`src/hdl/etjq_pkg.sv`:
```
// ----------------------------------------------------------------------------
// etjq_pkg: shared types and constants for the quintic Julia escape-time core
// Fixed-point helpers, register map, payload structs and the command/status
// bundle between controller and datapath.
// ----------------------------------------------------------------------------
`default_nettype none

package etjq_pkg;

  // Q8.24 coordinates by default
  localparam int FRAC_BITS  = 24;
  localparam int RESOLUTION = 256;

  localparam int DATA_W  = 32;
  localparam int ADDR_W  = 5;
  localparam int COUNT_W = 8;

  localparam logic signed [63:0] SAT_MAX = 64'sh0000_0000_7FFF_FFFF;
  localparam logic signed [63:0] SAT_MIN = $signed(64'hFFFF_FFFF_8000_0000);
  localparam logic [63:0]        LO_MASK = (64'd1 << FRAC_BITS) - 64'd1;

  typedef enum logic [2:0] {
    REG_X_MIN  = 3'd0,
    REG_Y_MAX  = 3'd1,
    REG_STEP_X = 3'd2,
    REG_STEP_Y = 3'd3,
    REG_C_REAL = 3'd4,
    REG_C_IMAG = 3'd5,
    REG_LIMIT  = 3'd6,
    REG_RADIUS = 3'd7
  } reg_idx_e;

  typedef struct packed {
    logic signed [31:0] x_min;
    logic signed [31:0] y_max;
    logic        [30:0] step_x;
    logic        [30:0] step_y;
    logic signed [31:0] c_real;
    logic signed [31:0] c_imag;
    logic        [7:0]  iteration_limit;
    logic        [6:0]  escape_radius;
  } cfg_t;

  localparam cfg_t CFG_RESET = '{
    x_min:           -32'sd8388608,
    y_max:           32'sd8388608,
    step_x:          31'd65536,
    step_y:          31'd65536,
    c_real:          -32'sd13421773,
    c_imag:          32'sd0,
    iteration_limit: 8'd50,
    escape_radius:   7'd10
  };

  typedef struct packed {
    logic [7:0] pixel_col;
    logic [7:0] pixel_row;
  } pix_t;

  typedef struct packed {
    logic [7:0] iteration_count;
    logic [7:0] gray_level;
    logic       inside_set;
  } res_t;

  // operand pairs fed to the complex multiplier
  typedef enum logic [2:0] {
    OP_INIT,   // (col,row) x (step_x,step_y)
    OP_CC,     // c x c
    OP_ZZ,     // z x z
    OP_WW,     // w x w
    OP_WZ      // w x z
  } op_sel_e;

  typedef enum logic [2:0] {
    UPD_NONE,
    UPD_INIT,  // z <- start point
    UPD_CC,    // c2 <- c*c
    UPD_W,     // w <- complex product
    UPD_Z      // z <- c2 + w, count++
  } upd_e;

  typedef struct packed {
    logic    load_pix;
    logic    mul_en;
    op_sel_e op_sel;
    upd_e    upd;
    logic    div_start;
    logic    load_out;
  } dp_cmd_t;

  typedef struct packed {
    logic below_limit;
    logic not_esc;
    logic div_busy;
  } dp_sts_t;

  function automatic logic signed [31:0] sat32(input logic signed [63:0] v);
    logic signed [31:0] r;
    if (v > SAT_MAX) begin
      r = 32'sh7FFF_FFFF;
    end else if (v < SAT_MIN) begin
      r = $signed(32'h8000_0000);
    end else begin
      r = v[31:0];
    end
    return r;
  endfunction

  function automatic logic [7:0] clamp_idx(input logic [7:0] v);
    logic [7:0] r;
    if (int'(v) >= RESOLUTION) begin
      r = 8'(RESOLUTION - 1);
    end else begin
      r = v;
    end
    return r;
  endfunction

endpackage

`default_nettype wire

```
`src/hdl/etjq_ctrl.sv`:
```
// ----------------------------------------------------------------------------
// etjq_ctrl: sequencer of the quintic Julia escape-time core
// Walks start point, c*c, then z^2, z^4, z^5 and c2 + z^5 per iteration,
// then the gray division; owns the output valid.
// ----------------------------------------------------------------------------
`default_nettype none

module etjq_ctrl (
  input  logic              clk_i,
  input  logic              rst_ni,
  input  logic              in_valid_i,
  output logic              in_stall_o,
  input  logic              out_stall_i,
  output logic              out_valid_o,
  input  etjq_pkg::dp_sts_t sts_i,
  output etjq_pkg::dp_cmd_t cmd_o
);
  import etjq_pkg::*;

  typedef enum logic [3:0] {
    S_IDLE,
    S_INIT_MUL,
    S_INIT_SUM,
    S_CC_SUM,
    S_LOOP,
    S_ZZ_SUM,
    S_WW_MUL,
    S_WW_SUM,
    S_WZ_MUL,
    S_WZ_SUM,
    S_ADD_C,
    S_DIV_START,
    S_DIV_WAIT,
    S_DONE
  } state_e;

  state_e  state_q, state_d;
  logic    out_valid_q;
  dp_cmd_t cmd;

  always_comb begin
    state_d = state_q;
    cmd     = '0;
    case (state_q)
      S_IDLE: begin
        if (in_valid_i) begin
          cmd.load_pix = 1'b1;
          state_d      = S_INIT_MUL;
        end
      end
      S_INIT_MUL: begin
        cmd.mul_en = 1'b1;
        cmd.op_sel = OP_INIT;
        state_d    = S_INIT_SUM;
      end
      S_INIT_SUM: begin
        cmd.upd    = UPD_INIT;
        cmd.mul_en = 1'b1;
        cmd.op_sel = OP_CC;
        state_d    = S_CC_SUM;
      end
      S_CC_SUM: begin
        cmd.upd = UPD_CC;
        state_d = S_LOOP;
      end
      S_LOOP: begin
        if (sts_i.below_limit) begin
          cmd.mul_en = 1'b1;
          cmd.op_sel = OP_ZZ;
          state_d    = S_ZZ_SUM;
        end else begin
          state_d = S_DIV_START;
        end
      end
      S_ZZ_SUM: begin
        if (sts_i.not_esc) begin
          cmd.upd = UPD_W;
          state_d = S_WW_MUL;
        end else begin
          state_d = S_DIV_START;
        end
      end
      S_WW_MUL: begin
        cmd.mul_en = 1'b1;
        cmd.op_sel = OP_WW;
        state_d    = S_WW_SUM;
      end
      S_WW_SUM: begin
        cmd.upd = UPD_W;
        state_d = S_WZ_MUL;
      end
      S_WZ_MUL: begin
        cmd.mul_en = 1'b1;
        cmd.op_sel = OP_WZ;
        state_d    = S_WZ_SUM;
      end
      S_WZ_SUM: begin
        cmd.upd = UPD_W;
        state_d = S_ADD_C;
      end
      S_ADD_C: begin
        cmd.upd = UPD_Z;
        state_d = S_LOOP;
      end
      S_DIV_START: begin
        cmd.div_start = 1'b1;
        state_d       = S_DIV_WAIT;
      end
      S_DIV_WAIT: begin
        if (!sts_i.div_busy) begin
          state_d = S_DONE;
        end
      end
      S_DONE: begin
        // output register free or emptying this cycle
        if (!out_valid_q || !out_stall_i) begin
          cmd.load_out = 1'b1;
          state_d      = S_IDLE;
        end
      end
      default: state_d = S_IDLE;
    endcase
  end

  always_ff @(posedge clk_i or negedge rst_ni) begin
    if (!rst_ni) begin
      state_q     <= S_IDLE;
      out_valid_q <= 1'b0;
    end else begin
      state_q <= state_d;
      if (cmd.load_out) begin
        out_valid_q <= 1'b1;
      end else if (!out_stall_i) begin
        out_valid_q <= 1'b0;
      end
    end
  end

  assign in_stall_o  = state_q != S_IDLE;
  assign out_valid_o = out_valid_q;
  assign cmd_o       = cmd;

endmodule

`default_nettype wire

```
`config.mk`:
```
export PLATFORM = sky130hd
export DESIGN_NAME = etjq_ctrl
export DESIGN_NICKNAME = d
export VERILOG_FILES = /design/src/hdl/etjq_pkg.sv /design/src/hdl/etjq_ctrl.sv
export SDC_FILE = /design/constraint.sdc
export NUM_CORES = 1
export LEC_CHECK = 0
export BUFFER_PORTS_ARGS = -buffer_cell sky130_fd_sc_hd__buf_2
export CAP_MARGIN = 20
export CORE_MARGIN = 2
export CORE_UTILIZATION = 42
export DETAILED_ROUTE_END_ITERATION = 6
export PLACE_DENSITY = 0.7
export SETUP_SLACK_MARGIN = 0.05
export SLEW_MARGIN = 20
export SYNTH_ARGS = -nofsm -noshare
export SYNTH_HDL_FRONTEND = slang
export SYNTH_SLANG_ARGS = --single-unit
```
`constraint.sdc`:
```
create_clock -name clk_i -period 1.2 [get_ports clk_i]
set_input_delay 0.12 -clock clk_i [delete_from_list [all_inputs] [get_ports clk_i]]
set_output_delay 0.12 -clock clk_i [all_outputs]
set_load 0.01 [all_outputs]
```
==> results, run 1 <==
- For the pin with the worst max-slew slack, the measured transition is 0.2372 ns.
- Net switching is 44.60% of the power.
- The register-to-register setup slack is -0.13 ns.
- The synthesized area is 545.5 sq um.
- At the later pin of the worst-skew pair, clock insertion delay measures 0.25 ns.
- Setup violations remaining at the end of the flow were counted as 14.
- The number of buffers and inverters on the critical path is 2.
- The tree built by TritonCTS fans out to 5 sinks.
- The critical path required time is 1.08 ns.
- The worst min-delay path class is in -> reg.
- In this design, the stage delay of the slowest critical-path cell is 0.44 ns.
- The signal on the critical path passes through buf_6 -> o31a_1 -> o22ai_2 -> buf_2.
- The full die area is 1603 sq um.
- The flow ran to the end, but the final reports show violations.
- In this run, the combinational gates consume 77.8% of the power.
- The final reports fail on setup timing.
- The top cell type's share of synthesized area is 22.94%.
- Global routing finished with a remaining overflow of 0.
- The distinct cell type count after synthesis is 38.
- Before antenna repair, the detailed router went through 4 iterations.
- After technology mapping, the gate count stands at 64.
- The total half-perimeter wirelength after legalization and detailed placement is 1071 um.
- 0 antenna diodes ended up in the layout.
- Dividing the detail-routed wire length by the instance count gives 17.90 um.
- The area growth from synthesis to layout is 72.48%.
- The worst setup path is captured at an output port.
- The final count of hold timing violations came to 0.
- Dividing the detail-routed via count by the number of cells gives 6.133.
- The count of placed standard cells including taps is 105.
- The global placer's final weighted congestion is 0.7651.
- Of the cells placed in the final design, the portion with a size suffix greater than 1 is 65.09%.
- The internal portion of the total power is 1.605 mW.
- In the post-route analysis, the smallest setup slack over all paths is -0.2910 ns.
- The number of global-route vias before repair is 696.
- The clock-pin slew of the registers on the worst-case setup and hold paths is 0.05 ns.
- The floorplan row count is 12.
- Leaving out fill and tap cells, the most frequent cell in the layout is buf_2.
- The largest buffer count on any clock path is 2.
- The antenna violation net count after detailed routing is 0.
- Synthesis produced a netlist with a net count of 71.
- The worst reg-to-reg path cell count is 5.
- The port buffer count is 18.
- The capture point of the worst path is cmd_o[2].
- The fmax is 670.7 MHz.
- The total number of cells along the worst setup path is 4.
- In the layout the commonest cells are 18 x buf_2, 14 x buf_4, 11 x buf_6.
- The cell taking the most area after synthesis is dfrtp_1.
- Entering global routing, the biggest net connects 10 pins.
- The total of flip-flops plus latches after synthesis is 5.
- On the final layout, the worst hold slack is 0.1709 ns.
- The overall routing resource usage is 31.33%.
- Excluding fillers, the count of instances in the completed layout stands at 120.
- The top fanout value on the critical path is 5.
- The number of I/O pins is 19.
- Summed over all cells, the static leakage comes to 0.4486 nW.
- The kind of cell adding the most delay to the critical path is flip-flops.
- The warning count from the yosys run is 0.
- The area of the core is 1156 sq um.
- The detailed router's first-iteration violation count is 36.
- The clock arrives with 0.001829 ns of skew.
- From left edge to right edge, the die measures 40.04 um.
- The relative slew slack is 84.02%.
- For this design, the slowest cell found on the critical path is dfrtp_2.
- Sorting the synthesized cells by area gives the leading types as dfrtp_1 23%, buf_6 6.2%, a21oi_1 4.6%, buf_4 4.1%, and3_1 3.4%.
- Dividing the final minimum period by the clock period gives 124.3%.
- The initial core utilization is 47.19%.
- For this run, design rule violations remaining after detail routing come to 0.
- The setup path with the least slack is of type reg -> out.
- The vias after detailed routing is 736.
- The arrival time at the worst endpoint is 1.37 ns.
- The die is 40.04 um tall.
- The clock power share is 7.1%.
- The initial antenna violation count is 0.
- Setup repair after global routing could not meet its margin everywhere.
- For the final routed database, the setup TNS stands at -3.000 ns.
- The minimum clock period after layout is 1.491 ns.
- The power after layout is 2.898 mW.
- The net count of the finished layout is 114.
- The peak ir drop on the vdd network is 1.647 mV.
- The origin of the worst setup path is state_q[2].
- The number of buffers created by CTS is 3.
- The endpoint of the worst register-to-register path is state_q[2].
- STA classifies the critical path startpoint as a flip-flop.
- The power density relative to cell area is 3080 nW/um^2.
- The CTS tree is done.
- The mean instance size in the synthesized netlist is 8.524 sq um.
- The portion of total power attributed to sequential cells is 15.0%.
- The first global-routing pass estimated 3174 um of wire.
- The final-report max-slew violation count is 0.
- The max capacitance violation total is 0.
- The sum of routed wire length over all layers is 2148 um.
- The placement-stage worst setup slack is -0.09416 ns.
- In this run the number of H-tree levels came out at 1.
- The total net switching power is 1.293 mW.
- The clock tree root driver cell is clkbuf_4.
- The worst register-to-register path begins at state_q[0].
- After synthesis, flip-flops and latches occupy 22.94% of the total area.
## stage by stage
step                      instance area [sq um]  utilization [%]
final                                     940.9            81.39
after global routing                      940.9            81.39
after CTS                                 924.6            79.98
after detailed placement                  729.5            63.10
after global placement                    729.5            63.10
after floorplan                           550.5                -
## layout make-up
class / count / area (sq um)
clock buffers: 4 / 26.28
inverters: 2 / 7.507
repair buffers: 45 / 349.1
well taps: 14 / 17.52
fillers: 81 / 215.2
multi-input cells: 50 / 410.4
flip-flops and latches: 5 / 130.1
## synth_stat cells (all sizes together)
master / instances
or2: 1
nor2: 3
dfrtp: 5
o311ai: 1
a2bb2oi: 2
and2: 2
inv: 2
and3: 3
o21ai: 3
o31a: 1
nand4: 1
o211ai: 3
nand4b: 1
nor3: 3
o31ai: 2
and4bb: 1
o211a: 1
nand2b: 2
nand2: 5
a21oi: 5
or3: 1
a21boi: 1
nor3b: 1
nor2b: 3
o22ai: 2
o32ai: 1
buf: 7
xnor2: 1
## power by group through the flow
stage,Sequential (mW),Clock (mW),Combinational [mW]
CTS,0.421,0.195,2.10
finish,0.435,0.207,2.26
detailed placement,0.425,0,1.58
global route,0.437,0.213,2.40
global placement,0.419,0,1.56
floorplan,0.303,0,1.13
## registers in the layout (all words and copies together), names as in the netlist
register     count
out_valid_o      1
state_q          4
## cell families after synthesis
family | count (synthesis) | synth area share [%]
xor gates and xnor gates | 1 | 1.606
buffers and inverters | 9 | 12.61
AOI/OAI and AO/OA | 22 | 33.94
and+or+nand+nor | 27 | 28.90
DFF | 5 | 22.94
## per-layer routing
layer / global-route usage [%] / vias to the layer above / routed length (um)
li1: - / 323 / -
met1: 33.67 / 349 / 814
met2: 59.68 / 46 / 1101
met3: 3.889 / 18 / 124
met4: 13.79 / 0 / 109
met5: 0 / - / 0
## worst min path at each step
stage / from / end / slack [ns] / cells after the start
after floorplan: rst_ni / out_valid_o / -0.18 / 0
after global placement: rst_ni / out_valid_o / -0.07 / 1
after detailed placement: rst_ni / out_valid_o / -0.07 / 1
after CTS: out_stall_i / out_valid_o / 0.15 / 3
after global routing: in_valid_i / state_q[0] / 0.23 / 3
final: out_stall_i / out_valid_o / 0.17 / 3
## timing repair
item / in CTS / in global routing
setup endpoints to repair: 14 / 15
setup buffers: 9 / 2
endpoints found under the hold margin: 5 / 0
resized for setup: 24 / 4
hold buffers: 1 / 0
pin swaps: 13 / 3
## worst reg2reg max path: stages, from the launching register on
cell	delay [ns]
dfrtp_2	0.45
buf_6	0.15
nand4b_1	0.15
buf_4	0.15
a2bb2oi_2	0.18
nand4_1	0.11
No activity file was read; power rests on OpenSTA's default activity.
==> run 2, diff against run 1 <==
--- a/config.mk
+++ b/config.mk
@@ -7,7 +7,6 @@
 export LEC_CHECK = 0
 export BUFFER_PORTS_ARGS = -buffer_cell sky130_fd_sc_hd__buf_2
 export CAP_MARGIN = 20
-export CORE_MARGIN = 2
 export CORE_UTILIZATION = 42
 export DETAILED_ROUTE_END_ITERATION = 6
 export PLACE_DENSITY = 0.7
==> run 2 against run 1 <==
The run still ends with setup timing left; sequential share of layout area shrank 0.60 points; first-iteration DRC count down 61%; via count shrank 0.41%; clock power shrank 3%; routed wire length shrank 1.4%.
==> results, run 2 (synthesis gave the netlist of run 1 again) <==
- The final-report max-slew violation count is 0 (unchanged).
- The count of placed standard cells including taps was 105 (unchanged).
- The final total negative setup slack is -3.188 ns (was -3.000 ns).
- The number of buffers created by CTS was 3 (unchanged).
- The final count of hold timing violations is 0 (unchanged).
- The number of I/O pins is 19 (unchanged).
- The full die area is 1447 sq um (was 1603 sq um).
- The critical path required time is 1.08 ns (about the same).
- Unrepaired setup endpoints after global routing: yes (unchanged).
- The depth of the CTS H-tree is 1 (unchanged).
- The worst min-delay path class is in -> reg (unchanged).
- The peak ir drop on the vdd network is 1.812 mV (was 1.647 mV).
- The global-route met3 utilization is 7.558% (was 3.889%).
- The floorplan row count is 12 (unchanged).
- The sum of routed wire length over all layers is 2118 um (was 2148 um).
- The met2 layer usage reported by global route is 55.51% (was 59.68%).
- The cell leakage power came to 0.4827 nW (was 0.4486 nW).
- The most flop-heavy register is state_q (unchanged).
- The port buffer count is 18 (unchanged).
- Run status: complete, but fails checks (unchanged).
- The number of global-route vias before repair came to 674 (was 696).
- The area of the core is 1156 sq um (unchanged).
- The relative slew slack is 79.87% (was 84.02%).
- The met1 global-route usage is 38.18% (was 33.67%).
- The count of clock tree sinks is 5 (unchanged).
- The number of cells in the finished layout apart from fillers is 126 (was 120).
- The total half-perimeter wirelength after legalization and detailed placement is 1021 um (was 1071 um).
- The number of detailed-route iterations in the first pass is 4 (unchanged).
- The arrival time at the worst endpoint came to 1.37 ns (about the same).
- The classification of the worst setup path is reg -> out (unchanged).
- The global-route wire length before repair is 3125 um (was 3174 um).
- The transition time of the tightest slew-check pin was 0.3015 ns (was 0.2372 ns).
- The flip-flop count of the largest register, all copies and words added is 4 (unchanged).
- The worst slack on hold paths is 0.1709 ns (about the same).
- The vias after detailed routing is 733 (was 736).
- The clock-pin slew of the registers on the worst-case setup and hold paths is 0.04 ns (was 0.05 ns).
- The top fanout value on the critical path was 6 (was 5).
- The sort of element at the end of the critical path is an output port (unchanged).
- The CTS tree is done (unchanged).
- Violated checks: setup timing (unchanged).
- The clock insertion delay at the later pin of the skew report is 0.25 ns (about the same).
- The pin count of the biggest net entering global routing came to 13 (was 10).
- The final worst clock skew came to 0.002736 ns (was 0.001829 ns).
- The total setup violations reported at the end of the flow is 15 (was 14).
- The average vias per placed instance was 5.817 (was 6.133).
- Most used cells in the layout excluding fill and tap cells: 26 x buf_4, 18 x buf_2, 5 x buf_6 (was 18 x buf_2, 14 x buf_4, 11 x buf_6).
- The share of the cycle needed by the critical path after routing was 124.2% (was 124.3%).
- The sort of element at the start of the critical path is a flip-flop (unchanged).
- The global placer's final weighted congestion is 0.8038 (was 0.7651).
- The layout-stage area growth over the synthesis result is 80.28% (was 72.48%).
- The antenna violation net count after detailed routing came to 0 (unchanged).
- The routed length per instance was 16.81 um (was 17.90 um).
- The minimum clock period after layout is 1.491 ns (about the same).
- The slack of the critical path came to -0.2906 ns (was -0.2910 ns).
- The most common cell after layout, fill and taps aside is buf_4 (was buf_2).
- The detailed router's first-iteration violation count is 14 (was 36).
- The power after layout was 3.007 mW (was 2.898 mW).
- The fraction of final layout cells with drive strength greater than 1 came to 71.43% (was 65.09%).
- The largest buffer count on any clock path was 2 (unchanged).
- The max capacitance violation total is 0 (unchanged).
- The power density relative to cell area is 3058 nW/um^2 (was 3080 nW/um^2).
- The initial core utilization is 47.19% (unchanged).
- The net count reported at finish is 120 (was 114).
- The number of remaining DRC errors is 0 (unchanged).
- The overall routing resource usage came to 31.66% (was 31.33%).
- The number of fillers in the final layout is 63 (was 81).
- The horizontal extent of the die was 38.04 um (was 40.04 um).
- The die span in y is 38.04 um (was 40.04 um).
- The clock tree root driver cell is clkbuf_4 (unchanged).
- The sum of overflow across all layers after global routing is 0 (unchanged).
- The initial antenna violation count came to 0 (unchanged).
- The fmax was 670.9 MHz (was 670.7 MHz).
- The antenna diode instance count is 0 (unchanged).
- The layer carrying the most global-route usage is met2 (unchanged).
==> run 2: final cells by class <==
type                       count  area (sq um)  share of cell area, %
clock buffer                   4         26.28                  2.672
tap                           14         17.52                  1.781
sequential                     5         130.1                  13.23
timing repair buffer          51         371.6                  37.79
inverter                       2         7.507                 0.7634
multi-input combinational     50         430.4                  43.77
==> run 2: worst paths after layout <==
| check | startpoint | to | slack, ns | cells past startpoint |
|---|---|---|---|---|
| max | state_q[1] | cmd_o[8] | -0.29 | 4 |
| min | out_stall_i | out_valid_o | 0.17 | 3 |
| max reg2reg | state_q[1] | state_q[0] | -0.22 | 5 |
| min reg2reg | out_valid_o | out_valid_o | 0.59 | 2 |
| max in group asynchronous | rst_ni | state_q[3] | 0.84 | 2 |
| min in group asynchronous | rst_ni | state_q[0] | 0.22 | 2 |
==> run 2: through the flow <==
stage | worst slack [ns] | util, % | instance area [sq um]
2_1_floorplan | 0.04693 | - | 550.5
3_3_place_gp | -0.08879 | 63.10 | 729.5
3_5_place_dp | -0.1115 | 63.10 | 729.5
4_1_cts | -0.2680 | 79.76 | 922.1
5_1_grt | -0.3439 | 85.06 | 983.4
6_report | -0.2906 | 85.06 | 983.4
==> run 2: worst max-delay path, cell delays in order (launching register included) <==
cell and delay [ns]:
dfrtp_2 0.46, buf_6 0.16, buf_4 0.13, o31ai_2 0.22, buf_2 0.16
==> run 2: what timing repair did <==
action	CTS	global route
pin swaps	7	2
setup endpoints to repair	15	16
hold buffers	1	0
gates resized for setup	22	10
endpoints found under the hold margin	5	0
setup buffers	12	5
==> run 2: per-layer routing <==
| metal | wire length [um] | share of wire, % | up-vias |
|---|---|---|---|
| met2 | 1090 | 51 | 44 |
| li1 | - | - | 332 |
| met3 | 100 | 4.7 | 6 |
| met4 | 32 | 1.5 | 0 |
| met5 | 0 | 0 | - |
| met1 | 894 | 42 | 351 |
==> run 2: report_power, final <==
group          switching (mW)  internal [mW]  leakage (nW)
registers               0.174          0.265        0.0580
logic                    1.09           1.28         0.410
clock network          0.0749          0.126        0.0150
